### src/rtl/spq_pkg.sv
`timescale 1ns / 1ps

package spq_pkg;

   // Store geometry and field widths.
   localparam int Depth      = 16;
   localparam int KeyWidth   = 32;
   localparam int CountWidth = 5;
   localparam int CsrIdxWidth  = 8;
   localparam int CsrDataWidth = 32;

   // Capacity after reset.
   localparam logic [CountWidth-1:0] CapacityReset = CountWidth'(16);

   // Register indexes of the configuration port.
   localparam logic [CsrIdxWidth-1:0] CsrCapacity = CsrIdxWidth'(0);
   localparam logic [CsrIdxWidth-1:0] CsrOrder    = CsrIdxWidth'(1);

   typedef enum logic {
      ActInsert = 1'b0,
      ActRemove = 1'b1
   } action_type;

   typedef enum logic [1:0] {
      StatusDone  = 2'd0,
      StatusFull  = 2'd1,
      StatusEmpty = 2'd2
   } status_type;

   // Ranking rule: largest key at the head or smallest key at the head.
   typedef enum logic {
      OrderLargest  = 1'b0,
      OrderSmallest = 1'b1
   } order_type;

   typedef struct packed {
      action_type           action;
      logic [KeyWidth-1:0]  key;
   } req_type;

   typedef struct packed {
      logic [KeyWidth-1:0]   head_key;
      status_type            status;
      logic [CountWidth-1:0] occupancy;
   } rsp_type;

   // Broadcast control that every cell of the row sees.
   typedef struct packed {
      logic                 ins_en;
      logic                 rem_en;
      order_type            order;
      logic [KeyWidth-1:0]  key;
   } cell_ctrl_type;

endpackage

### src/rtl/spq_cell.sv
`timescale 1ns / 1ps

module spq_cell
   import spq_pkg::*;
(
   input  logic                clock,
   input  cell_ctrl_type       ctrl,
   input  logic                occupied,
   input  logic                left_stay,
   input  logic                right_stay,
   input  logic [KeyWidth-1:0] left_entry,
   input  logic [KeyWidth-1:0] right_entry,
   output logic                stay,
   output logic [KeyWidth-1:0] entry
);

   logic [KeyWidth-1:0] entry_ff;
   logic [KeyWidth-1:0] entry_in;
   logic                above;

   // The new key ranks strictly above the stored one.
   assign above = (ctrl.order == OrderSmallest) ? (ctrl.key < entry_ff)
                                                : (ctrl.key > entry_ff);

   // A cell keeps its place when its own entry, or any occupied entry behind it,
   // ranks equal or higher than the new key, so the new key lands behind the last such entry.
   assign stay  = (occupied && !above) || right_stay;
   assign entry = entry_ff;

   // On insert the first non-staying cell takes the key and the rest shift back;
   // on remove every cell but the last takes its right neighbour, and the last keeps its own.
   always_comb begin
      entry_in = entry_ff;
      if (ctrl.ins_en) begin
         if (stay) begin
            entry_in = entry_ff;
         end else if (left_stay) begin
            entry_in = ctrl.key;
         end else begin
            entry_in = left_entry;
         end
      end else if (ctrl.rem_en) begin
         entry_in = right_entry;
      end
   end

   always_ff @(posedge clock) begin
      entry_ff <= entry_in;
   end

endmodule

### src/rtl/sorted_priority_queue.sv
`timescale 1ns / 1ps
// The result of a request is registered and presented in the cycle after it is accepted.
// One request per cycle unless the result stalls; the cells compare and shift on acceptance.
// A stalled result holds the output register and the request side stalls behind it.
// Reset clears the entry count, the output valid and restores the configuration defaults;
// the key store is not cleared.

module sorted_priority_queue
   import spq_pkg::*;
(
   input  logic                    clock,
   input  logic                    reset,
   input  logic                    req_valid,
   output logic                    req_stall,
   input  req_type                 req_data,
   output logic                    rsp_valid,
   input  logic                    rsp_stall,
   output rsp_type                 rsp_data,
   input  logic                    csr_valid,
   output logic                    csr_ready,
   input  logic [CsrIdxWidth-1:0]  csr_index,
   input  logic [CsrDataWidth-1:0] csr_data
);

   logic [CountWidth-1:0] count_ff, count_in;
   logic [CountWidth-1:0] capacity_ff;
   order_type             order_ff;
   logic                  rsp_valid_ff, rsp_valid_in;
   rsp_type               rsp_ff, rsp_in;

   logic                  req_accept;
   logic [CountWidth-1:0] cap_eff;
   logic                  full;
   logic                  empty;
   cell_ctrl_type         ctrl;

   logic [KeyWidth-1:0]   entry_w [Depth];
   logic                  stay_w  [Depth];

   // Handshake: a request is taken whenever the output register can take its result.
   assign req_stall  = rsp_valid_ff && rsp_stall;
   assign req_accept = req_valid && !req_stall;
   assign csr_ready  = 1'b1;
   assign rsp_valid  = rsp_valid_ff;
   assign rsp_data   = rsp_ff;

   // Capacity saturates at the store depth.
   assign cap_eff = (capacity_ff > CountWidth'(Depth)) ? CountWidth'(Depth) : capacity_ff;
   assign full    = count_ff >= cap_eff;
   assign empty   = count_ff == '0;

   // Broadcast control for the cell row.
   always_comb begin
      ctrl.ins_en = req_accept && (req_data.action == ActInsert) && !full;
      ctrl.rem_en = req_accept && (req_data.action == ActRemove) && !empty;
      ctrl.order  = order_ff;
      ctrl.key    = req_data.key;
   end

   // The row of cells, head at position zero.
   for (genvar i = 0; i < Depth; i++) begin : g_cell
      logic                occ;
      logic                lstay;
      logic                rstay;
      logic [KeyWidth-1:0] lentry;
      logic [KeyWidth-1:0] rentry;

      assign occ = count_ff > CountWidth'(i);

      if (i == 0) begin : g_first
         assign lstay  = 1'b1;
         assign lentry = req_data.key;
      end else begin : g_mid
         assign lstay  = stay_w[i-1];
         assign lentry = entry_w[i-1];
      end

      if (i == Depth - 1) begin : g_last
         assign rstay  = 1'b0;
         assign rentry = entry_w[i];
      end else begin : g_notlast
         assign rstay  = stay_w[i+1];
         assign rentry = entry_w[i+1];
      end

      spq_cell u_cell (
         .clock       (clock),
         .ctrl        (ctrl),
         .occupied    (occ),
         .left_stay   (lstay),
         .right_stay  (rstay),
         .left_entry  (lentry),
         .right_entry (rentry),
         .stay        (stay_w[i]),
         .entry       (entry_w[i])
      );
   end

   // Count update and result formation.
   always_comb begin
      count_in     = count_ff;
      rsp_in       = rsp_ff;
      rsp_valid_in = rsp_valid_ff && rsp_stall;
      if (ctrl.ins_en) begin
         count_in = count_ff + CountWidth'(1);
      end else if (ctrl.rem_en) begin
         count_in = count_ff - CountWidth'(1);
      end
      if (req_accept) begin
         rsp_valid_in     = 1'b1;
         rsp_in.head_key  = ctrl.rem_en ? entry_w[0] : '0;
         rsp_in.occupancy = count_in;
         if (req_data.action == ActInsert) begin
            rsp_in.status = full ? StatusFull : StatusDone;
         end else begin
            rsp_in.status = empty ? StatusEmpty : StatusDone;
         end
      end
   end

   // Control registers.
   always_ff @(posedge clock) begin
      if (reset) begin
         count_ff     <= '0;
         rsp_valid_ff <= 1'b0;
         capacity_ff  <= CapacityReset;
         order_ff     <= OrderLargest;
      end else begin
         count_ff     <= count_in;
         rsp_valid_ff <= rsp_valid_in;
         if (csr_valid && csr_ready) begin
            if (csr_index == CsrCapacity) begin
               capacity_ff <= csr_data[CountWidth-1:0];
            end else if (csr_index == CsrOrder) begin
               order_ff <= order_type'(csr_data[0]);
            end
         end
      end
   end

   // Result payload register.
   always_ff @(posedge clock) begin
      rsp_ff <= rsp_in;
   end

   // The count never exceeds the store depth.
   a_count_bound: assert property (@(posedge clock) disable iff (reset)
      count_ff <= CountWidth'(Depth))
      else $error("entry count above depth");

   // A remove on an empty queue reports empty with a zero key.
   a_empty_remove: assert property (@(posedge clock) disable iff (reset)
      (req_accept && req_data.action == ActRemove && empty) |=>
      (rsp_valid_ff && rsp_ff.status == StatusEmpty && rsp_ff.head_key == '0))
      else $error("remove on empty not flagged");

   // A successful insert grows the count by one and reports it.
   a_insert_count: assert property (@(posedge clock) disable iff (reset)
      (req_accept && req_data.action == ActInsert && !full) |=>
      (count_ff == $past(count_ff) + CountWidth'(1) && rsp_ff.occupancy == count_ff))
      else $error("insert count mismatch");

endmodule
### config.mk
export PLATFORM = sky130hd
export DESIGN_NAME = sorted_priority_queue
export DESIGN_NICKNAME = d
export VERILOG_FILES = /design/src/rtl/spq_pkg.sv /design/src/rtl/spq_cell.sv /design/src/rtl/sorted_priority_queue.sv
export SDC_FILE = /design/constraint.sdc
export NUM_CORES = 2
export LEC_CHECK = 0
export BUFFER_PORTS_ARGS = -buffer_cell sky130_fd_sc_hd__buf_4
export CAP_MARGIN = 40
export CORE_MARGIN = 4
export CORE_UTILIZATION = 45
export CTS_BUF_LIST = sky130_fd_sc_hd__clkbuf_8
export CTS_CLUSTER_DIAMETER = 200
export DETAILED_ROUTE_END_ITERATION = 8
export PLACE_DENSITY = 0.69
export SYNTH_ARGS = -nofsm -noshare
export SYNTH_HDL_FRONTEND = slang
export SYNTH_SLANG_ARGS = --single-unit
### constraint.sdc
create_clock -name clock -period 8.3 [get_ports clock]
set_clock_uncertainty 0.2 [all_clocks]
set_input_delay 0.415 -clock clock [delete_from_list [all_inputs] [get_ports clock]]
set_output_delay 0.415 -clock clock [all_outputs]
set_load 0.01 [all_outputs]
Word-level counts from Yosys, hierarchy flattened
Cells that the tools add are included.
- add/subtract/negate cells: 2
- multipliers: 0
- div/mod/pow operators: 0
- magnitude comparators: 50
- equality and inequality tests: 16
- shifts and indexed selects: 0
- muxes and demuxes: 83
- bitwise gates (word level): 3
- reduce and logical (&&, ||, !) cells: 77
- operators by type and width (cell ; count):
    $mux 32 ; 60
    $gt 32x32->1 ; 16
    $lt 32x32->1 ; 16
    $gt 5x4->1 const B ; 8
    $reduce_and 2->1 ; 17
    $ne 2x2->1 const B ; 15
    $logic_and 1x1->1 ; 22
    $gt 5x3->1 const B ; 4
    $logic_not 1->1 ; 19
    $mux 1 ; 18
    $logic_or 1x1->1 ; 15
    $mux 5 ; 3
    $gt 5x1->1 const B ; 2
    $gt 5x2->1 const B ; 2
    $eq 8x1->1 const B ; 1
    $logic_not 8->1 ; 1
    $add 5x1->5 const B ; 1
    $ge 5x5->1 ; 1
    $gt 5x5->1 const B ; 1
    $logic_not 5->1 ; 1
    $sub 5x1->5 const B ; 1
    $mux 2 ; 2
    $not 1->1 ; 3
    $reduce_and 3->1 ; 1
    $reduce_bool 2->1 ; 1
- register bits after elaboration: 563
- latch bits: 0
- bits in writable memories: 0
- ROM bits: 0
- bits of input ports: 78
- output and inout port bits: 42
- logic and storage cells: 254
- memories kept: 0

Logic depth before layout (Yosys ltp)
- word-level depth: 22
- gate-level depth with buffers: 16
- gate-level depth less buffers: 12

By module
A second synthesis with hierarchy kept.
- cell total of the unflattened synthesis: 4355
- area total of the unflattened synthesis: 41683.7 sq um
- by module, submodules not included (module ; times used ; cells each ; area an instance (sq um) ; sequential area each (sq um)):
    spq_cell ; 16 ; 259 ; 2451.1 ; 960.9
    sorted_priority_queue ; 1 ; 211 ; 2466.1 ; 1411.4

Worst setup path before layout
Ideal clock, no wire load.
- kind: input to register
- start: in req_data[0] (netlist bit)
- end: reg g_cell[5].u_cell.entry_ff[0], enable pin
- library setup time: 470 ps
- arrival time: 5721 ps
- required time: 7630 ps
- setup slack: 1909 ps
- stages: 14
- buffers on the path: 2
- cells stage by stage: inv_1 > ha_1 > nor2b_1 > o211ai_1 > a21oi_1 > o211a_1 > or3_1 > o211a_1 > or3_1 > clkbuf_1 > nor3_4 > buf_4 > nand2_1 > o31ai_1
- word-level cells in the longest chain between the ends: 16
- elaborated cells on any way between the ends: 67
- classes of those cells: order compare: 22; eq/ne: 1; mux: 11; reduce/logical: 33
- RTL lines (item ; RTL line ; RTL):
    start: declaration ; sorted_priority_queue.sv:15 ; input req_type req_data,
    $gt 32x32->1 / $lt 32x32->1 (equally long branches) ; spq_cell.sv:23, spq_cell.sv:22 ;
    $mux 1 ; spq_cell.sv:22 ; assign above = (ctrl.order == OrderSmallest) ? (ctrl.key < entry_ff)
    $logic_not 1->1 ; spq_cell.sv:27 ; assign stay = (occupied && !above) || right_stay;
    $logic_and 1x1->1 ; spq_cell.sv:27 ;
    $logic_or 1x1->1 (9 in a row) ; spq_cell.sv:27 ;
    $logic_or 1x1->1 (*) ; spq_cell.sv:27 ;
    $ne 2x2->1 (no source line) (*) ; - ;
    $reduce_and 2->1 (no source line) (*) ; - ;
    end signal: assignment ; spq_cell.sv:48 ; entry_ff <= entry_in;
    end: declaration ; spq_cell.sv:17 ; logic [KeyWidth-1:0] entry_ff;
Every way passes the cells marked *; elsewhere a longest branch is shown, timed or not.
A chain may end at the register's enable or synchronous reset.

Worst setup path in the final report
- start: in req_data[0] (netlist bit)
- end: reg g_cell[2].u_cell.entry_ff[6], enable pin
- word-level cells in the longest chain between the ends: 19
- elaborated cells on any way between the ends: 85
- classes of those cells: order compare: 28; eq/ne: 1; mux: 14; reduce/logical: 42
- RTL lines (item ; RTL line):
    $gt 32x32->1 / $lt 32x32->1 (equally long branches) ; spq_cell.sv:23, spq_cell.sv:22
    $mux 1 ; spq_cell.sv:22
    $logic_not 1->1 ; spq_cell.sv:27
    $logic_and 1x1->1 ; spq_cell.sv:27
    $logic_or 1x1->1 (12 in a row) ; spq_cell.sv:27
    $logic_or 1x1->1 (*) ; spq_cell.sv:27
    $ne 2x2->1 (no source line) (*) ; -
    $reduce_and 2->1 (no source line) (*) ; -
    end signal: assignment ; spq_cell.sv:48
    end: declaration ; spq_cell.sv:17
Marked as above.

==> impl_metrics.tcl <==
set metrics [dict create \
    outcome "complete, but fails checks" \
    violations "design-rule violations" \
    synth_warnings 0 \
    synth_top_area_share_pct 40.3 \
    hpwlAfterDp_um 83800 \
    p_leak_nw 20.2 \
    cts_tree "built" \
    drt-pass1-iter-count 9 \
    arrival_ns 5.98 \
    clockRootBuffer "clkbuf_8" \
    worst_pin_slew_ns 0.969 \
    critical_path_class "primary input to flip-flop" \
    postCtsHoldBufs 17 \
    cp-endpoint "g_cell[2].u_cell.entry[6]" \
    initial_core_util_pct 45.4 \
    required_ns 8.49 \
    min_path_cells 3 \
    post_cts_buffers 0 \
    syn-instance-count 4360 \
    routabilityCongestion 0.909 \
    ys_seq_elements 563 \
    synthTopCellsByArea "edfxtp_1 40%, ha_1 16%, inv_1 4.8%" \
    hold_viol 0 \
    die_area_mm2 0.0960 \
    antenna_found_initial 1 \
    yosysSeqAreaShare_pct 40.9 \
    rsz0062_at_grt "no" \
    setup_viol 0 \
    drtAntennaViolNets 0 \
    fin_cells 5584 \
    cts.htree.levels 3 \
    cts_resized 0 \
    synth_top_area_cell "edfxtp_1" \
    p_per_area_mw_per_mm2 206 \
    fmax_mhz 173 \
    core.rowCount 110 \
    drt-initial-drc-count 3203 \
    syn_nets 4960 \
    avgSynthCellArea_um2 9.41 \
    hold_path_class "primary input to flip-flop" \
    reg2reg_slack_ns 2.53 \
    cap_violations 0 \
    async_flop_share_pct 0 \
    cts_buffers 100 \
    grt_pass1_wl_um 175000 \
    clkTransAtPathRegs_ns 0.06 \
    slew_viol_final 0 \
    end_kind "flip-flop" \
    vias 33100 \
    overflow 0 \
    cts_num_sinks 563 \
    reg2reg_depth 15 \
    grt_max_degree 205 \
    setup_tns_ns 0 \
    totalWireLength_um 110000 \
    fin_nets 4936 \
    area_growth_pct 8.94 \
    gr-usage-all-layers_pct 22.4 \
    grt_pass1_vias 32200 \
    wire_per_inst_um 19.7 \
    path_max_fanout 35 \
    ios 120 \
    viasPerCell 5.93 \
    crit_start "req_data[0]" \
    portBuffers 91 \
    synth_cell_types 78 \
    final_layout_size_suffix_gt1_share_pct 6.95 \
    regArea_mm2 0.0168 \
    worst_setup_path_start_kind "primary input" \
    die_w_um 310 \
    route.detailed.drc 1 \
    core_region_area_mm2 0.0903 \
    max-slew-margin-rel_pct 35.4 \
    die_height_um 310 \
    r2r-end "g_cell[2].u_cell.entry[6]" \
    synth_area_mm2 0.0410 \
    synth_edf_count 551 \
    timing.rr.start "g_cell[10].u_cell.entry[27]" \
    ys.flop_type "edfxtp_1" \
    clock_latency_ns 0.71 \
    vdd_drop_max_mv 0.237 \
    multi_input_area_mm2 0.0212 \
    finalCritPeriodShare_pct 69.8 \
    fillers 8290 \
    clockBufferDepth 3 \
    period_needed_ns 5.79 \
    dp_cells 5393 \
]
## layout by cell type, fill, tap and decap left out, drive strengths merged, types with 7 or more instances in the layout
| cell type | n |
|---|---|
| dfxtp | 12 |
| inv | 567 |
| a211oi | 24 |
| nor3 | 194 |
| a221o | 165 |
| clkbuf | 105 |
| a22oi | 34 |
| o211ai | 18 |
| a21o | 78 |
| a2111oi | 9 |
| o21ai | 372 |
| o31ai | 16 |
| buf | 152 |
| dlygate4sd3 | 17 |
| a221oi | 11 |
| nand2 | 412 |
| edfxtp | 551 |
| a21oi | 252 |
| or2 | 7 |
| mux2i | 139 |
| ha | 522 |
| o21a | 25 |
| clkinv | 19 |
| and3 | 44 |
| nand4 | 92 |
| nand3 | 124 |
| o311ai | 33 |
| a31oi | 12 |
| nor2b | 13 |
| and4 | 20 |
| and2 | 10 |
| nor4 | 82 |
| nand2b | 16 |
| nor2 | 183 |
| or3 | 15 |
## through the flow
stage	setup slack [ns]	utilization, %	instance area [um^2]	hold WS, ns	power, mW
2_1_floorplan	1.91	-	41000	0.252	6.01
3_3_place_gp	1.72	47.0	42500	0.275	6.69
3_5_place_dp	2.20	47.4	42800	0.318	6.89
4_1_cts	2.52	49.5	44700	0.0186	9.24
5_1_grt	2.16	49.5	44700	0.0765	9.77
6_report	2.51	49.5	44700	0.0671	9.21
## cell usage after synthesis, drive strengths merged (3+ instances only)
cell type / count
nand2: 412
buf: 59
o21bai: 3
a41oi: 3
and2: 10
o311ai: 33
a21oi: 252
xnor2: 3
edfxtp: 551
ha: 522
a2111oi: 9
a221o: 165
or2: 7
a22oi: 34
nand4: 92
o31ai: 16
clkbuf: 236
nor3: 194
a21o: 78
and3: 44
nor2: 183
o21ai: 372
dfxtp: 12
a21boi: 5
o22ai: 5
nand2b: 16
or3: 15
o211a: 5
a31oi: 12
nor2b: 13
a221oi: 11
a211o: 5
nand3: 124
o211ai: 18
a211oi: 24
inv: 522
nor4: 82
and4: 20
o21a: 25
mux2i: 139
a41o: 3
## power breakdown
| group | leakage, nW | switching (mW) | total (mW) | internal, mW |
|---|---|---|---|---|
| sequential | 5.32 | 0.235 | 3.95 | 3.71 |
| clock | 1.03 | 1.18 | 2.33 | 1.15 |
| combinational | 13.9 | 1.86 | 2.93 | 1.06 |
## how the worst min path moves through the flow
stage | start | endpoint | slack (ns)
6_report | req_data[7] | g_cell[15].u_cell.entry[7] | 0.07
5_1_grt | req_data[18] | g_cell[15].u_cell.entry[18] | 0.08
4_1_cts | req_data[19] | g_cell[15].u_cell.entry[19] | 0.02
3_5_place_dp | capacity_ff[0] | capacity_ff[0] | 0.32
3_3_place_gp | capacity_ff[0] | capacity_ff[0] | 0.28
2_1_floorplan | capacity_ff[0] | capacity_ff[0] | 0.25
## layer usage
layer | share of wire, % | up-vias | global-route usage [%]
li1 | - | 16100 | -
met1 | 44 | 15600 | 30.3
met2 | 46 | 1201 | 37.0
met3 | 7.0 | 179 | 3.08
met4 | 3.3 | 0 | 8.10
met5 | 0 | - | 0
## state kept, by name, indices dropped and copies added (netlist names)
name                 cells
count_ff                 5
capacity_ff              5
rsp_data                39
order_ff                 1
g_cell.u_cell.entry    512
rsp_valid                1
## cell families (layout without fill, tap and decap cells)
kind of cell	Yosys count	count (layout)	share of synthesized area, %
xor+xnor	4	4	0.0854
fa+ha+maj	522	522	15.9
mux	141	141	3.45
other cells	1	3	0.00914
flops	563	563	40.9
compound gates	1092	1092	17.5
simple gates	1220	1220	14.4
buf+inv	817	863	7.75
## area by class of cell
| class | count | area share, % |
|---|---|---|
| clock buffers | 105 | 3.23 |
| clock inverters | 67 | 0.616 |
| flip-flops and latches | 563 | 37.6 |
| multi-input cells | 2980 | 47.5 |
| well taps | 1176 | 3.29 |
| diodes | 2 | 0.0112 |
| repair buffers | 169 | 3.41 |
| inverters | 522 | 4.38 |
## critical path: stages
cell and delay (ns):
dlygate4sd3_1 0.56, buf_4 0.22, inv_1 0.21, buf_4 0.31, ha_1 0.19, nor2b_1 0.05
o211ai_1 0.15, a21oi_1 0.10, o211a_1 0.24, or3_1 0.37, o211a_1 0.24, nor3_1 0.70
and4_1 0.32, buf_4 0.39, nand2_1 0.09, buf_4 0.28, o21ai_2 0.74, buf_4 0.39
No activity file was read; power rests on OpenSTA's default activity.
